<file path="config.mk">
export PLATFORM = sky130hd
export DESIGN_NAME = bfsp_dist_store
export DESIGN_NICKNAME = d
export VERILOG_FILES = /design/src/rtl/core/bellman_ford_shortest_paths_top_assert.svh /design/src/rtl/core/bfsp_pkg.sv /design/src/rtl/core/bfsp_dist_store.sv
export SDC_FILE = /design/constraint.sdc
export NUM_CORES = 2
export LEC_CHECK = 0
export BUFFER_PORTS_ARGS = -buffer_cell sky130_fd_sc_hd__buf_4
export CAP_MARGIN = 15
export CORE_ASPECT_RATIO = 1.75
export CORE_MARGIN = 5
export CORE_UTILIZATION = 40
export DETAILED_ROUTE_END_ITERATION = 6
export SLEW_MARGIN = 20
export SYNTH_ARGS = -nofsm -noshare
export SYNTH_HDL_FRONTEND = slang
export SYNTH_SLANG_ARGS = --single-unit
</file>
<file path="constraint.sdc">
create_clock -name clk_i -period 3.4 [get_ports clk_i]
set_clock_uncertainty 0.15 [all_clocks]
set_input_delay 0.85 -clock clk_i [delete_from_list [all_inputs] [get_ports clk_i]]
set_output_delay 0.85 -clock clk_i [all_outputs]
set_load 0.01 [all_outputs]
</file>
<file path="src/rtl/core/bellman_ford_shortest_paths_top_assert.svh">
// ----------------------------------------------------------------------------
// Assertion macros for the shortest path engine
// Same-cycle and next-cycle implications, clocked and reset-qualified.
// ----------------------------------------------------------------------------
`ifndef BELLMAN_FORD_SHORTEST_PATHS_TOP_ASSERT_SVH
`define BELLMAN_FORD_SHORTEST_PATHS_TOP_ASSERT_SVH

`define BFSP_ASSERT_SAME(label, clk, rst_n, ante, cons) \
  label: assert property (@(posedge clk) disable iff (!rst_n) (ante) |-> (cons)) \
    else $error("bfsp: same-cycle check failed");

`define BFSP_ASSERT_NEXT(label, clk, rst_n, ante, cons) \
  label: assert property (@(posedge clk) disable iff (!rst_n) (ante) |=> (cons)) \
    else $error("bfsp: next-cycle check failed");

`endif

</file>
<file path="src/rtl/core/bfsp_pkg.sv">
// ----------------------------------------------------------------------------
// bfsp_pkg
// Shared widths, codes, sequencer states and control structs.
// ----------------------------------------------------------------------------
package bfsp_pkg;

  localparam int VTX_W      = 6;
  localparam int EIDX_W     = 8;
  localparam int DIST_W     = 24;
  localparam int VC_W       = 7;
  localparam int EC_W       = 9;
  localparam int CFG_IDX_W  = 2;
  localparam int CFG_DATA_W = 16;

  localparam logic [VC_W-1:0] VC_RESET = 7'd64;
  localparam logic [EC_W-1:0] EC_RESET = 9'd0;

  localparam logic signed [DIST_W-1:0] DIST_MAX = 24'sh7FFFFF;
  localparam logic signed [DIST_W-1:0] DIST_MIN = 24'sh800000;

  typedef enum logic {
    KIND_LOAD  = 1'b0,
    KIND_SOLVE = 1'b1
  } kind_e;

  typedef enum logic [CFG_IDX_W-1:0] {
    CFG_VERTEX_COUNT = 2'd0,
    CFG_EDGE_COUNT   = 2'd1
  } cfg_reg_e;

  typedef enum logic [2:0] {
    ST_IDLE,
    ST_EDGE_RD,
    ST_DIST_RD,
    ST_ADD,
    ST_CMP,
    ST_OUT_RD,
    ST_OUT
  } state_e;

  typedef struct packed {
    logic                     clear;
    logic                     wr_en;
    logic [VTX_W-1:0]         wr_addr;
    logic signed [DIST_W-1:0] wr_data;
  } dist_ctl_t;

  typedef struct packed {
    logic                     upd;
    logic signed [DIST_W-1:0] sum;
  } relax_res_t;

endpackage

</file>
<file path="src/rtl/core/bfsp_dist_store.sv">
// ----------------------------------------------------------------------------
// bfsp_dist_store
// Distance memory with two registered read ports, plus reached flags.
// ----------------------------------------------------------------------------
module bfsp_dist_store import bfsp_pkg::*; #(
  parameter int MAX_VERTICES = 64,
  localparam int VA = $clog2(MAX_VERTICES)
) (
  input  logic                     clk_i,
  input  logic                     rst_ni,
  input  dist_ctl_t                ctl_i,
  input  logic                     rd_en_i,
  input  logic [VA-1:0]            rd_a_addr_i,
  input  logic [VA-1:0]            rd_b_addr_i,
  output logic signed [DIST_W-1:0] rd_a_data_o,
  output logic signed [DIST_W-1:0] rd_b_data_o,
  output logic [MAX_VERTICES-1:0]  reached_o
);

  logic signed [DIST_W-1:0] mem [MAX_VERTICES];
  logic signed [DIST_W-1:0] rd_a_q;
  logic signed [DIST_W-1:0] rd_b_q;
  logic [MAX_VERTICES-1:0]  reached_d;
  logic [MAX_VERTICES-1:0]  reached_q;

  always_ff @(posedge clk_i) begin
    if (ctl_i.wr_en) begin
      mem[ctl_i.wr_addr[VA-1:0]] <= ctl_i.wr_data;
    end
    if (rd_en_i) begin
      rd_a_q <= mem[rd_a_addr_i];
      rd_b_q <= mem[rd_b_addr_i];
    end
  end

  always_comb begin
    reached_d = ctl_i.clear ? '0 : reached_q;
    if (ctl_i.wr_en) begin
      reached_d[ctl_i.wr_addr[VA-1:0]] = 1'b1;
    end
  end

  always_ff @(posedge clk_i or negedge rst_ni) begin
    if (!rst_ni) begin
      reached_q <= '0;
    end else begin
      reached_q <= reached_d;
    end
  end

  assign rd_a_data_o = rd_a_q;
  assign rd_b_data_o = rd_b_q;
  assign reached_o   = reached_q;

endmodule

</file>
Yosys cells after proc, flatten, opt, wreduce, memory -nomap -nowiden:

Memories as Yosys holds them, arrays and structs flattened. A register that Yosys moved wholly into a read port is not among the register bits.
Cells that the tools add are included.

* $lt $le $gt $ge: 2
* multiplexer cells: 6
* bitwise logic cells: 1
* reduce and logical (&&, ||, !) cells: 1

Operators by type and width (number)
* two-way mux 64 bit: 2
* OR 64 bit: 1
* less-than comparator 6 x 7 -> 1 bit, second input constant: 1
* demux 1 bit (select 6 bit): 1
* greater-or-equal comparator 6 x 1 -> 1 bit, second input constant: 1
* two-way mux 1 bit: 3
* logical AND 1 bit: 1

* flip-flop bits (word level): 64
* memory bits (writable): 1536
* input bits: 47
* output and inout port bits: 112
* logic and storage cells: 12
* memories: 1

Memory list
* mem: words 64, bits a word 24, read ports 2, clocked after memory_dff 2, write ports 1, line bfsp_dist_store.sv:20 `logic signed [DIST_W-1:0] mem [MAX_VERTICES];`

Depth between registers and ports, before layout:

* depth after elaboration: 6
* depth in mapped cells: 10
* depth with buffers taken out: 5

Worst setup path before layout:

OpenSTA, ideal clock, no wires.

* kind: input to register
* from: input port ctl_i[29] (netlist bit)
* to: memory mem[32][0] (enable)
* library setup time: 405 ps
* data arrival time: 2925 ps
* required time: 2845 ps
* path slack: -80 ps
* stages on the path: 5
* path buffers: 3
* cells stage by stage: clkbuf_1 > or3b_2 > clkbuf_1 > clkbuf_1 > nor2_1

RTL lines
* start, declared: line bfsp_dist_store.sv:11 `input dist_ctl_t ctl_i,`
* end, declared: line bfsp_dist_store.sv:20

Straight into the memory's write port.

==> flow_summary.toml <==
[yosys]
synth_common_cells = "edfxtp_1, mux4_2, mux2i_1"
postSynthAreaPerCell_um2 = 18.3
synth.most_common_cell = "edfxtp_1"
synth_area_leader_cell = "edfxtp_1"
async_flop_share = 0.0388
ys.flop_type = "edfxtp_1"
synth_area_um2 = 75800
yosysSeqAreaShare = 0.649
synth-seq-cells = 1648
synth_top_area_frac = 0.628
synthCells = 4132
synth_edf_count = 1584
syn-num-nets = 4179
synthTopCellsByArea = "edfxtp_1, mux4_2, mux2i_1, dfrtp_1, mux2_2"
synth.distinct_cells = 53
yosys_warnings = 0

[floorplan]
die_x_um = 339
core_area_um2 = 189000
die_h_um = 586
initial_core_util = 0.401
die-area_um2 = 199000
rows = 211
ios = 159

[power_and_ir_drop]
peakVddDrop_uv = 377
pwr_density_cell_nw_per_um2 = 491
p_leak_nw = 29.5

[routing]
drt_iter0_drc = 4609
wl_per_cell_um = 35.2
m1WireLength_um = 88000
drc_errors = 0
wl_um = 253000
via_per_inst = 6.35
num_vias = 45581
postRouteAntennaNets = 0
dr_wl_met2_um = 133000
top_layer_used = "met5"
drt-pass1-iter-count = 6
met3_length_um = 17800

[global_route]
grt_pass1_vias = 47941
grt-ovfl-total = 0
grt_start_max_net_pins = 65
grt.total_usage = 0.250
grt_pass1_wl_um = 356000
antenna_found_initial = 16

[critical_path]
crit_type = "input port to flip-flop"
crit_path_start_kind = "input port"
cp-startpoint = "rd_a_addr_i[0]"
rr_startpoint = "mem[15][16]$_DFFE_PP_"
critPathRequiredTime_ns = 3.72
critPathMaxFanout = 33
cp.arrival_ns = 3.72
end_kind = "flip-flop"

[sta]
max_freq_mhz = 294
maxSlewViolCount = 0
finalSetupViolCount = 0
period_share = 0.999
hold_viol = 0
worst_slew_pin_slew_ns = 1.14
period_needed_ns = 3.40
layout_setup_ws_ns = 0.00411
slew_headroom = 0.229
final.setup.tns_ns = 0
rsz0062_at_grt = "false"

[placed_design]
portBuffers = 158
dp_slack_ns = -0.764
hpwl_um = 173000
gp_congestion = 0.862

[clocking]
cts_tree = "built"
clkSlewWorstSetupHoldPaths_ns = 0.06
cts-root-buf = "clkbuf_16"
numClockSinks = 1648
worstSkewPairLatency_ns = 0.83
clockBufferDepth = 4
htreeDepth = 4
post_cts_buffers = 0
numCtsBuffers = 161

[layout]
area_delta_synth_final_pct = 17.7
nets = 4655
drive_gt1_frac = 0.353

[status]
run_status = "completed"

[worst_hold_path]
min_from = "reached_o[9]$_DFF_PN0_"
hold_path.class = "flip-flop to flip-flop"

[run]
cap_violations = 0
-- cell usage in the layout, fill, tap and decap left out, drive strengths merged, types with 48 or more instances in the layout --
master,Yosys,final
edfxtp,1584,1584
buf,207,652
mux4,574,574
mux2i,392,392
clkbuf,133,195
mux2,133,133
nand2,117,117
a21oi,96,96
nor2,91,91
o22ai,87,87
o21ai,85,85
a22oi,80,80
nor2b,79,79
inv,69,74
a221oi,66,66
dfrtp,64,64
clkinv,1,63
a211oi,48,48
-- power by group --
group	leakage (nW)	switching [mW]	internal, mW	total [mW]
logic	12.0	2.40	1.77	4.17
registers	15.2	0.144	22.5	22.6
clock network	2.36	7.66	9.37	17.0
-- path summary, 6_finish.rpt --
check                                       endpoint  depth (start not counted)  slack, ns
setup / recovery           rd_a_data_o[16]$_DFFE_PP_                          8      0.004
hold / removal                reached_o[9]$_DFF_PN0_                          2       0.38
setup reg to reg           rd_a_data_o[16]$_DFFE_PP_                          5       0.59
hold reg to reg               reached_o[9]$_DFF_PN0_                          2       0.38
max in group asynchronous    reached_o[56]$_DFF_PN0_                          2       2.07
min in group asynchronous    reached_o[14]$_DFF_PN0_                          2       0.51
-- metal layers --
| layer | vias up | track usage |
|---|---|---|
| met1 | 24326 | 0.292 |
| li1 | 18360 | - |
| met4 | 6 | 0.115 |
| met5 | - | 0 |
| met2 | 2283 | 0.457 |
| met3 | 606 | 0.0369 |
-- critical path, stage by stage --
cell	delay [ns]
buf_8	0.42
buf_12	0.25
buf_4	0.18
mux4_2	0.50
mux2i_1	0.15
nor2b_1	0.06
o311ai_0	0.96
a21oi_1	0.28
-- state kept, by name, summed over array words and instances (netlist names) --
signal	cells
rd_a_data_o	24
rd_b_data_o	24
mem	1536
reached_o	64
-- final cells by class --
| type | count | area (um^2) |
|---|---|---|
| fillers | 15721 | 99600 |
| flip-flops and latches | 1648 | 49200 |
| multi-input cells | 2074 | 25000 |
| repair buffers | 653 | 6850 |
| clock buffers | 195 | 4230 |
| well taps | 2449 | 3060 |
| clock inverters | 80 | 583 |
| inverters | 70 | 265 |
| diodes | 6 | 15.0 |
-- stage by stage --
step                total power [mW]  hold WS, ns  area (um^2)  utilization  std cells
floorplan                       25.1        0.404        75800            -       4132
global placement                27.2        0.366        84400        0.447       6893
detailed placement              27.2        0.373        84400        0.447       6893
CTS                             44.1        0.376        89200        0.472       7169
global route                    45.1        0.396        89200        0.472       7172
finish                          43.8        0.384        89200        0.473       7175
-- logic make-up (layout without fill, tap and decap cells) --
group           after synthesis  in the layout  share of synthesized area
buf+inv                     410            998                     0.0284
compound gates              638            638                     0.0598
flops                      1648           1648                      0.649
mux                        1099           1099                      0.242
other cells                   0              6                          0
simple gates                337            337                     0.0209
-- what timing repair did --
action / CTS / global route
endpoints found under the hold margin: 64 / 0
gates resized for setup: 0 / 1
setup endpoints to repair: 0 / 1
hold buffers: 1 / 0
(Power assumes the default switching activity.)
