$ cat src/rtl/core/bellman_ford_shortest_paths_top_assert.svh
// ----------------------------------------------------------------------------
// Assertion macros for the shortest path engine
// Same-cycle and next-cycle implications, clocked and reset-qualified.
// ----------------------------------------------------------------------------
`ifndef BELLMAN_FORD_SHORTEST_PATHS_TOP_ASSERT_SVH
`define BELLMAN_FORD_SHORTEST_PATHS_TOP_ASSERT_SVH

`define BFSP_ASSERT_SAME(label, clk, rst_n, ante, cons) \
  label: assert property (@(posedge clk) disable iff (!rst_n) (ante) |-> (cons)) \
    else $error("bfsp: same-cycle check failed");

`define BFSP_ASSERT_NEXT(label, clk, rst_n, ante, cons) \
  label: assert property (@(posedge clk) disable iff (!rst_n) (ante) |=> (cons)) \
    else $error("bfsp: next-cycle check failed");

`endif

$ cat src/rtl/core/bfsp_pkg.sv
// ----------------------------------------------------------------------------
// bfsp_pkg
// Shared widths, codes, sequencer states and control structs.
// ----------------------------------------------------------------------------
package bfsp_pkg;

  localparam int VTX_W      = 6;
  localparam int EIDX_W     = 8;
  localparam int DIST_W     = 24;
  localparam int VC_W       = 7;
  localparam int EC_W       = 9;
  localparam int CFG_IDX_W  = 2;
  localparam int CFG_DATA_W = 16;

  localparam logic [VC_W-1:0] VC_RESET = 7'd64;
  localparam logic [EC_W-1:0] EC_RESET = 9'd0;

  localparam logic signed [DIST_W-1:0] DIST_MAX = 24'sh7FFFFF;
  localparam logic signed [DIST_W-1:0] DIST_MIN = 24'sh800000;

  typedef enum logic {
    KIND_LOAD  = 1'b0,
    KIND_SOLVE = 1'b1
  } kind_e;

  typedef enum logic [CFG_IDX_W-1:0] {
    CFG_VERTEX_COUNT = 2'd0,
    CFG_EDGE_COUNT   = 2'd1
  } cfg_reg_e;

  typedef enum logic [2:0] {
    ST_IDLE,
    ST_EDGE_RD,
    ST_DIST_RD,
    ST_ADD,
    ST_CMP,
    ST_OUT_RD,
    ST_OUT
  } state_e;

  typedef struct packed {
    logic                     clear;
    logic                     wr_en;
    logic [VTX_W-1:0]         wr_addr;
    logic signed [DIST_W-1:0] wr_data;
  } dist_ctl_t;

  typedef struct packed {
    logic                     upd;
    logic signed [DIST_W-1:0] sum;
  } relax_res_t;

endpackage

$ cat src/rtl/core/bfsp_relax_unit.sv
// ----------------------------------------------------------------------------
// bfsp_relax_unit
// Shared saturating adder and compare, reused for every edge relaxation.
// ----------------------------------------------------------------------------
module bfsp_relax_unit import bfsp_pkg::*; #(
  parameter int WEIGHT_BITS = 16
) (
  input  logic                          clk_i,
  input  logic                          add_en_i,
  input  logic                          ok_i,
  input  logic signed [DIST_W-1:0]      dist_a_i,
  input  logic signed [WEIGHT_BITS-1:0] weight_i,
  input  logic signed [DIST_W-1:0]      dist_b_i,
  input  logic                          reach_b_i,
  output relax_res_t                    res_o
);

  localparam int SW = ((WEIGHT_BITS > DIST_W) ? WEIGHT_BITS : DIST_W) + 1;

  logic signed [SW-1:0]     sum_w;
  logic signed [DIST_W-1:0] sat_w;
  logic signed [DIST_W-1:0] sum_q;
  logic                     ok_q;

  assign sum_w = SW'(dist_a_i) + SW'(weight_i);

  always_comb begin
    if (sum_w > SW'(DIST_MAX)) begin
      sat_w = DIST_MAX;
    end else if (sum_w < SW'(DIST_MIN)) begin
      sat_w = DIST_MIN;
    end else begin
      sat_w = DIST_W'(sum_w);
    end
  end

  always_ff @(posedge clk_i) begin
    if (add_en_i) begin
      sum_q <= sat_w;
      ok_q  <= ok_i;
    end
  end

  assign res_o.upd = ok_q && (!reach_b_i || (sum_q < dist_b_i));
  assign res_o.sum = sum_q;

endmodule
$ cat config.mk
export PLATFORM = sky130hd
export DESIGN_NAME = bfsp_relax_unit
export DESIGN_NICKNAME = d
export VERILOG_FILES = /design/src/rtl/core/bellman_ford_shortest_paths_top_assert.svh /design/src/rtl/core/bfsp_pkg.sv /design/src/rtl/core/bfsp_relax_unit.sv
export SDC_FILE = /design/constraint.sdc
export NUM_CORES = 1
export LEC_CHECK = 0
export ABC_AREA = 1
export BUFFER_PORTS_ARGS = -buffer_cell sky130_fd_sc_hd__buf_2
export CELL_PAD_IN_SITES_DETAIL_PLACEMENT = 0
export CELL_PAD_IN_SITES_GLOBAL_PLACEMENT = 1
export CORE_AREA = 2 2 95 97
export CTS_BUF_LIST = sky130_fd_sc_hd__clkbuf_8
export DETAILED_ROUTE_END_ITERATION = 6
export DIE_AREA = 0 0 97 99
export HOLD_SLACK_MARGIN = 0.15
export PLACE_DENSITY_LB_ADDON = 0.1
export SLEW_MARGIN = 20
export SYNTH_ARGS = -nofsm -noshare
export SYNTH_HDL_FRONTEND = slang
export SYNTH_SLANG_ARGS = --single-unit
$ cat constraint.sdc
create_clock -name clk_i -period 2.34 [get_ports clk_i]
set_input_delay 0.117 -clock clk_i [delete_from_list [all_inputs] [get_ports clk_i]]
set_output_delay 0.117 -clock clk_i [all_outputs]
set_load 0.005 [all_outputs]
## Word-level counts from Yosys, hierarchy flattened

Cells that the tools add are included.

- Register bits after elaboration: 25
- Input bits: 68

- Magnitude comparators: 3
- Reduce and logical (&&, ||, !) cells: 3
- Mux-type cells: 1
- Add/subtract/negate cells: 1

Operators by type and width:

| cell | count |
|---|---|
| adder 24 x 16 -> 25 bit | 1 |
| greater-than comparator 25 x 24 -> 1 bit, second input constant | 1 |
| < comparator 25 x 24 -> 1 bit, second input constant | 1 |
| < comparator 24 bit | 1 |
| 2-to-1 mux 24 bit | 1 |
| logical AND 1 bit | 1 |
| logical NOT 1 bit | 1 |
| logical OR 1 bit | 1 |

## Longest topological paths before layout

Gate-level depths: netlist (run 1).

- Word-level depth: 3
- Depth in mapped cells: 15
- Mapped depth without buffers: 14

## Worst setup path before layout (run 1)

OpenSTA, ideal clock, no wires.

- Path type: input -> register
- Start: in dist_a_i[0]
- End: reg sum_q[1] (data pin)
- Cell stages on the path: 13
- Data arrival time: 1,653 ps
- Setup time: 256 ps
- Slack: 431 ps
- Buffers on the path: 1
- Cell sequence: ha_1 fa_1 nand3_1 nand2_1 nand2_1 nand2_1 nand2_1 nand4_1 nand2_2 nand2_2 buf_6 nand2_1 nand2_1

- Cells in the longest elaborated chain, start to end: 3
- Elaborated cells between the ends (all ways): 4

RTL lines:

| item | RTL line | source |
|---|---|---|
| start, declared | bfsp_relax_unit.sv:11 | `input logic signed [DIST_W-1:0] dist_a_i,` |
| adder 24 x 16 -> 25 bit (*) | bfsp_relax_unit.sv:25 | `assign sum_w = SW'(dist_a_i) + SW'(weight_i);` |
| < comparator 25 x 24 -> 1 bit | bfsp_relax_unit.sv:30 | `end else if (sum_w < SW'(DIST_MIN)) begin` |
| 2-to-1 mux 24 bit | bfsp_relax_unit.sv:30 |  |
| end signal, assigned | bfsp_relax_unit.sv:39 | `sum_q <= sat_w;` |
| end, declared | bfsp_relax_unit.sv:22 | `logic signed [DIST_W-1:0] sum_q;` |

Every way passes the cells marked *; elsewhere a longest branch is shown, timed or not.
A chain may end at the register's enable or synchronous reset.

==> impl_metrics.yaml, run 1 <==
clock_network:
  path_clk_slew_ps: 80
  cts_buffer_depth: 2
  cts_sinks: 25
  cts_buffers: 3
  tritoncts: "yes"
  clockRootBuffer: "clkbuf_8"
  htree_levels: 1
drt:
  vias_per_cell: 4.49
  wl_per_cell_um: 11.2
  drc: 0
  dr_total_vias: 3112
  antenna_left: 0
  drtIter0Drc: 109
  dr.pass1.iters: 5
  drt_wl_total_um: 7780
sta:
  period_share: 0.895
  setup_viol: 0
  min_period_ps: 2090
  max_freq_mhz: 478
  slew_viol_final: 0
  max_slew_margin: 0.651
  rsz0062_at_grt: "false"
  tightest_slew_ps: 523
  finalSetupTns_ps: 0
  finalHoldViolCount: 0
placement:
  io_buffers: 92
  gp_congestion: 0.841
  place_area_sq_um: 3740
  place_hpwl_um: 6860
worst_setup_path:
  end_kind: "output port"
  worst_path_max_delay_cell: "edfxtp_1"
  cpPeakStageDelay_ps: 420
  crit_type: "reg2out"
  path_common_cell: "nand2_1"
  path_cells: "ha_1 -> nand2_1 -> nor2_1 -> nand2_1 -> nor3_2 -> nand2_1 -> nand2_1 -> nand2_1 -> nand3_1 -> nand2_1 -> inv_1 -> buf_2"
  startpoint_type: "flop"
  critPathRequiredTime_ps: 2220
  arrival_ps: 1980
  cp_max_fo: 4
global_route:
  overflow: 0
  grt_pass1_vias: 3045
  grt_first_pass_wirelength_um: 13400
  grt_start_max_net_pins: 26
  track_usage: 0.165
  antenna_found_initial: 0
synthesis:
  yosysSeqAreaShare: 0.241
  synth_nets: 602
  synth_cells: 486
  yosys_warnings: 0
  avgSynthCellArea_sq_um: 6.42
  synth_compound_area_frac: 0.0698
  synth_top_family_by_area: "simple AND/OR/NAND/NOR gates"
  synth-adder-area-share: 0.195
  muxShareOfSynthArea: 0
  synth_xor_area_frac: 0.0337
  post_synth_and_or_nand_nor_area_fraction: 0.350
  synth.distinct_cells: 22
  netlist_area_sq_um: 3120
  ys_ff_latch: 25
layout:
  drive_gt1_frac: 0.181
  nets: 702
  finalInstanceArea_sq_um: 3800
  area_growth_pct: 21.9
  diodes: 0
flow_run:
  maxCapViolCount: 0
power:
  power.density_nw_per_um2: 485
  leakage_nw: 2.29
  max-vdd-ir-drop_v: 0.000178
  finalPower_mw: 1.84
floorplanning:
  initial_core_util: 0.365
  fp.dieW_um: 97
  dieArea_sq_um: 9600
  io_pins: 93
  core_sq_um: 8550
  die_h_um: 99
  rows: 34
hold_path:
  hp-class: "in2reg"
outcome:
  outcome: "complete, no violations"
-- state kept, by name, indices dropped and copies added, names as in the netlist --
| signal | count |
|---|---|
| ok_q | 1 |
| sum_q | 24 |
-- synthesized netlist by cell type --
cell type	n	area [sq um]
xor2_1	11	96.3
edfxtp_1	25	751
a31oi_1	2	12.5
nor2_1	28	105
nand3_1	18	90.1
o21bai_1	5	37.5
inv_1	84	315
o21ai_0	3	15.0
a21oi_1	26	130
nor3_1	7	35.0
o21a_1	1	7.51
nand4_1	5	31.3
fa_1	1	20.0
nand2_1	211	792
nand2_2	2	12.5
a21o_1	2	15.0
and2_1	2	12.5
xnor2_1	1	8.76
buf_6	2	22.5
nand4_2	1	12.5
ha_1	47	588
buf_2	2	10.0
-- worst max-delay path, delay by kind of cell (launching register included) --
family / cells / cell delay (ps)
AND/OR/NAND/NOR: 9 / 800
flip-flops: 1 / 420
buffers and inverters: 2 / 140
adder cells (fa/ha/maj): 1 / 350
-- worst paths after layout --
check	cells after the start	slack, ps	to	from
worst max-delay path	12	250	res_o[24]	sum_q[23]
worst min-delay path	4	220	sum_q[0]	weight_i[0]
-- report_power, final --
part	switching [mW]	internal, mW
clock	0.129	0.119
combinational	0.543	0.389
sequential	0.0512	0.614
-- stage by stage --
stage,setup slack (ps),hold WS (ps),utilization,cells
after CTS,164,222,0.444,693
after global placement,75.5,310,0.438,688
final,246,222,0.445,693
after detailed placement,37.2,311,0.438,688
after global routing,48.7,238,0.445,693
after floorplan,431,216,-,486
-- cells in the final DEF, fill, tap and decap left out, types with 2 or more instances in the layout --
| cell type | instances |
|---|---|
| a21o_1 | 2 |
| a21oi_1 | 26 |
| a31oi_1 | 2 |
| and2_1 | 2 |
| buf_2 | 92 |
| buf_4 | 5 |
| clkbuf_8 | 3 |
| edfxtp_1 | 25 |
| ha_1 | 47 |
| inv_1 | 84 |
| nand2_1 | 211 |
| nand2_2 | 2 |
| nand3_1 | 18 |
| nand4_1 | 5 |
| nor2_1 | 28 |
| nor3_1 | 6 |
| o21ai_0 | 3 |
| o21bai_1 | 5 |
| xor2_1 | 11 |
-- kinds of logic (layout without fill, tap and decap cells) --
logic type / Yosys count / count (layout)
compound gates: 39 / 39
xor+xnor: 12 / 12
fa+ha+maj: 48 / 48
buf+inv: 88 / 187
flops: 25 / 25
simple gates: 274 / 274
-- what timing repair did --
action                     CTS  global route
hold endpoints to repair     1             0
resized for setup            0             1
setup buffers                0             0
hold buffers                 1             0
setup endpoints to repair    0             1
-- per-layer routing --
layer | part of all wire | track usage | vias to the layer above
met5 | 0 | 0 | -
met4 | 0.017 | 0.0498 | 0
met3 | 0.042 | 0.0142 | 11
met2 | 0.45 | 0.290 | 72
met1 | 0.49 | 0.218 | 1299
li1 | - | - | 1730
-- cell type report --
class                           instances  area, sq um
Clock buffer                            3         41.3
Clock inverter                          1         5.00
Fill cell                             959         4750
Inverter                               84          315
Multi-Input combinational cell        373         2030
Sequential cell                        25          751
Tap cell                              108          135
Timing Repair Buffer                   99          528
Power figures use the tool's default switching activity.
==> inputs of run 2 (changes only) <==
--- a/config.mk
+++ b/config.mk
@@ -7,14 +7,12 @@
 export LEC_CHECK = 0
 export ABC_AREA = 1
 export BUFFER_PORTS_ARGS = -buffer_cell sky130_fd_sc_hd__buf_2
-export CELL_PAD_IN_SITES_DETAIL_PLACEMENT = 0
-export CELL_PAD_IN_SITES_GLOBAL_PLACEMENT = 1
-export CORE_AREA = 2 2 95 97
+export CORE_AREA = 2 2 80 82
 export CTS_BUF_LIST = sky130_fd_sc_hd__clkbuf_8
 export DETAILED_ROUTE_END_ITERATION = 6
-export DIE_AREA = 0 0 97 99
+export DIE_AREA = 0 0 82 84
 export HOLD_SLACK_MARGIN = 0.15
-export PLACE_DENSITY_LB_ADDON = 0.1
+export PLACE_DENSITY = 0.8
 export SLEW_MARGIN = 20
 export SYNTH_ARGS = -nofsm -noshare
 export SYNTH_HDL_FRONTEND = slang
==> run 2 against run 1 <==
  * Combinational power down 2.6%
  * Sequential share of layout area up 0.45 points
  * Non-clock buffer count down 6
  * Final cell count down 5.3%
  * Die area down 28%
  * Critical path depth unchanged
  * Highest routed layer unchanged
==> impl_metrics.yaml, run 2 (same netlist as run 1, synthesis figures left out) <==
outcome:
  outcome: "complete, no violations"
worst_setup_path:
  crit_type: "reg2out"
  end_kind: "output port"
  path_common_cell: "nand2_1"
  cp_max_fo: 4
  crit_family: "simple AND/OR/NAND/NOR gates"
  worst_path_max_delay_cell: "edfxtp_1"
  cpPeakStageDelay_ps: 460
  critPathRequiredTime_ps: 2220
  path_cells: "ha_4 -> nand2_1 -> nor2_1 -> nand2_1 -> nor3_1 -> nand2_1 -> nand2_1 -> nand2_1 -> nand3_1 -> nand2_1 -> inv_1 -> buf_2"
  startpoint_type: "flop"
  arrival_ps: 1990
  worst-path-buf-inv: 2
sta:
  period_share: 0.900
  min_period_ps: 2110
  setup_viol: 0
  max_slew_margin: 0.639
  slew_viol_final: 0
  max_freq_mhz: 475
  rsz0062_at_grt: "false"
  tightest_slew_ps: 541
  finalSetupTns_ps: 0
  finalHoldViolCount: 0
drt:
  dr_total_vias: 3272
  drtIter0Drc: 204
  dr.pass1.iters: 5
  drc: 0
  drt_wl_total_um: 7340
  vias_per_cell: 4.99
  antenna_left: 0
  wl_per_cell_um: 11.2
floorplanning:
  initial_core_util: 0.512
  core_sq_um: 6100
  dieArea_sq_um: 6890
  fp.dieW_um: 82
  die_h_um: 84
  io_pins: 93
  rows: 29
clock_network:
  path_clk_slew_ps: 90
  htree_levels: 1
  cts_buffer_depth: 2
  cts_sinks: 25
  cts_buffers: 3
  tritoncts: "yes"
  clockRootBuffer: "clkbuf_8"
layout:
  reg_top3: "sum_q x24, ok_q x1"
  area_growth_pct: 19.1
  mostFrequentLayoutCells: "211 x nand2_1, 92 x buf_2, 84 x inv_1"
  largest_reg_flops: 24
  regMostFlops: "sum_q"
  final_common_cell: "nand2_1"
  nets: 696
  drive_gt1_frac: 0.173
  finalInstanceArea_sq_um: 3720
  diodes: 0
placement:
  place_hpwl_um: 6340
  io_buffers: 92
  gp_congestion: 0.932
  place_area_sq_um: 3640
global_route:
  grt_first_pass_wirelength_um: 12100
  overflow: 0
  antenna_found_initial: 0
  grt_start_max_net_pins: 26
  track_usage: 0.216
  grt_pass1_vias: 2972
power:
  power.density_nw_per_um2: 494
  leakage_nw: 2.25
  max-vdd-ir-drop_v: 0.000270
flow_run:
  maxCapViolCount: 0
hold_path:
  hp-class: "in2reg"
[run 2: changes by cell type in the layout (fill, tap and decap cells not counted), sizes merged]
cell,change
buf,-6
clkinv,-1
inv,+1
[run 2: worst paths after layout]
path / start / depth (start not counted) / end / slack (ps)
worst max-delay path: sum_q[23] / 12 / res_o[24] / 230
worst min-delay path: weight_i[0] / 4 / sum_q[0] / 240
[run 2: power by group]
| group | internal (mW) | switching, mW |
|---|---|---|
| combinational | 0.371 | 0.536 |
| clock | 0.125 | 0.141 |
| sequential | 0.613 | 0.0513 |
[run 2: metal layers]
layer / vias to the layer above / share of wire / GRT usage
li1: 1721 / - / -
met1: 1426 / 0.44 / 0.271
met2: 116 / 0.50 / 0.392
met3: 9 / 0.046 / 0.00541
met4: 0 / 0.016 / 0.0682
met5: - / 0 / 0
[run 2: stage by stage]
| step | hold WS, ps | util | power (mW) | setup slack [ps] | cells |
|---|---|---|---|---|---|
| after floorplan | 216 | - | 1.28 | 431 | 486 |
| after global placement | 295 | 0.598 | 1.53 | 105 | 651 |
| after detailed placement | 298 | 0.598 | 1.57 | 18.2 | 651 |
| after CTS | 239 | 0.608 | 1.84 | 170 | 656 |
| after global routing | 275 | 0.610 | 2.01 | 31.3 | 656 |
| final | 238 | 0.610 | 1.84 | 233 | 656 |
[run 2: area by class of cell]
class	count	area, sq um
clock buffers	3	41.3
clock inverters	1	8.76
fillers	583	2380
inverters	84	315
multi-input cells	373	2030
flip-flops and latches	25	751
well taps	77	96.3
repair buffers	93	470
[run 2: repair_timing]
| item | CTS | global route |
|---|---|---|
| gates resized for setup | 0 | 1 |
| buffers inserted | 0 | 0 |
| hold buffers | 1 | 0 |
| setup endpoints to repair | 0 | 1 |
| hold endpoints to repair | 1 | 0 |
==> inputs of run 3 (changes only) <==
==> constraint.sdc (replaced) <==
create_clock -name clk_i -period 2.34 [get_ports clk_i]
set_input_delay 0.117 -clock clk_i [delete_from_list [all_inputs] [get_ports clk_i]]
set_output_delay 0.117 -clock clk_i [all_outputs]
set_load 0.02 [all_outputs]
==> run 3 against run 2 <==
  * First-iteration DRC count is 2.9% higher
  * Fmax shrank 0.52%
  * Global-route usage stayed put
  * Cell area up 0.24%
  * Core utilization grew 0.14 points
  * Setup slack lost 11 ps
  * Non-clock buffer count did not move
  * Power up 5.6%
  * Sequential power about the same
  * Via count down 0.21%
  * Wire length is 0.79% higher
  * Flip-flop and latch count stayed put
==> impl_metrics.yaml, run 3 (same netlist as run 1, synthesis figures left out) <==
placement:
  gp_congestion: 0.932
  io_buffers: 92
  place_area_sq_um: 3640
  place_ws_ps: 18.2
  place_inst: 651
  place_hpwl_um: 6340
floorplanning:
  initial_core_util: 0.512
  fp.dieW_um: 82
  core_sq_um: 6100
  dieArea_sq_um: 6890
  io_pins: 93
  rows: 29
  die_h_um: 84
sta:
  setup_viol: 0
  slew_viol_final: 0
  fin_hold_ws_ps: 238
  max_slew_margin: 0.639
  tightest_slew_ps: 540
  finalHoldViolCount: 0
  rsz0062_at_grt: "false"
  timing.final.ws_setup_ps: 222
  finalSetupTns_ps: 0
  period_share: 0.905
  max_freq_mhz: 472
  min_period_ps: 2120
drt:
  dr.pass1.iters: 4
  vias_per_cell: 4.98
  drtIter0Drc: 210
  drt_wl_total_um: 7390
  dr_total_vias: 3265
  antenna_left: 0
  wl_per_cell_um: 11.3
  drc: 0
layout:
  mostFrequentLayoutCells: "211 x nand2_1, 92 x buf_2, 84 x inv_1"
  reg_top3: "sum_q x24, ok_q x1"
  nets: 696
  final_common_cell: "nand2_1"
  regMostFlops: "sum_q"
  utilization: 0.611
  fill_cells: 581
  drive_gt1_frac: 0.176
  area_growth_pct: 19.4
  finalNonFillerCells: 656
  diodes: 0
  largest_reg_flops: 24
  finalInstanceArea_sq_um: 3730
worst_setup_path:
  arrival_ps: 2000
  startpoint_type: "flop"
  crit_type: "reg2out"
  critPathRequiredTime_ps: 2220
  end_kind: "output port"
  cp_max_fo: 4
global_route:
  grt_start_max_net_pins: 26
  overflow: 0
  track_usage: 0.216
  antenna_found_initial: 0
  grt_first_pass_wirelength_um: 12100
  grt_pass1_vias: 2972
clock_network:
  tritoncts: "yes"
  cts_buffers: 3
  path_clk_slew_ps: 90
  clockRootBuffer: "clkbuf_8"
  cts_buffer_depth: 2
  cts_sinks: 25
  htree_levels: 1
  post_cts_buffers: 0
hold_path:
  hold_end: "sum_q[0]"
  hp-class: "in2reg"
  min_path_cells: 4
  hold_start: "weight_i[0]"
power:
  max-vdd-ir-drop_v: 0.000271
  finalPower_mw: 1.94
  power.density_nw_per_um2: 521
  leakage_nw: 2.25
outcome:
  outcome: "complete, no violations"
flow_run:
  maxCapViolCount: 0
[run 3: cell count changes in the layout (fill, tap and decap cells not counted)]
cell and change:
a21oi_1 -1, a21oi_2 +1, nor3_1 -1, nor3_2 +1
[run 3: worst max path at each step]
stage | endpoint | startpoint | slack, ps
after floorplan | sum_q[1] | dist_a_i[0] | 430
after global placement | sum_q[13] | dist_a_i[0] | 110
after detailed placement | sum_q[3] | dist_a_i[0] | 20
after CTS | res_o[24] | sum_q[23] | 120
after global routing | res_o[24] | sum_q[23] | 40
final | res_o[24] | sum_q[23] | 220
[run 3: critical path: stages (launching register included)]
cell and delay [ps]:
edfxtp_1 460, ha_4 320, nand2_1 60, nor2_1 140
nand2_1 100, nor3_2 170, nand2_1 90, nand2_1 60
nand2_1 50, nand3_1 60, nand2_1 50, inv_1 40
buf_2 150
[run 3: what timing repair did]
action                     4_1_cts  5_1_grt
hold endpoints to repair         1        0
setup endpoints to repair        0        1
gates resized for setup          0        3
hold buffers                     1        0
[run 3: power breakdown]
part / internal (mW) / switching (mW) / total [mW]
Combinational: 0.375 / 0.635 / 1.01
Clock: 0.125 / 0.140 / 0.265
Sequential: 0.613 / 0.0512 / 0.665
[run 3: layout make-up]
type / instances / area [sq um] / share of cell area
clock buffer: 3 / 41.3 / 0.0111
clock inverter: 1 / 8.76 / 0.00235
inverter: 84 / 315 / 0.0846
multi-input combinational: 373 / 2040 / 0.548
sequential: 25 / 751 / 0.201
tap: 77 / 96.3 / 0.0259
timing repair buffer: 93 / 470 / 0.126
[run 3: metal layers]
layer	GRT usage	up-vias	share of wire
met5	0	-	0
met4	0.0682	0	0.016
met3	0.00541	9	0.059
met2	0.392	117	0.49
met1	0.271	1423	0.43
li1	-	1716	-
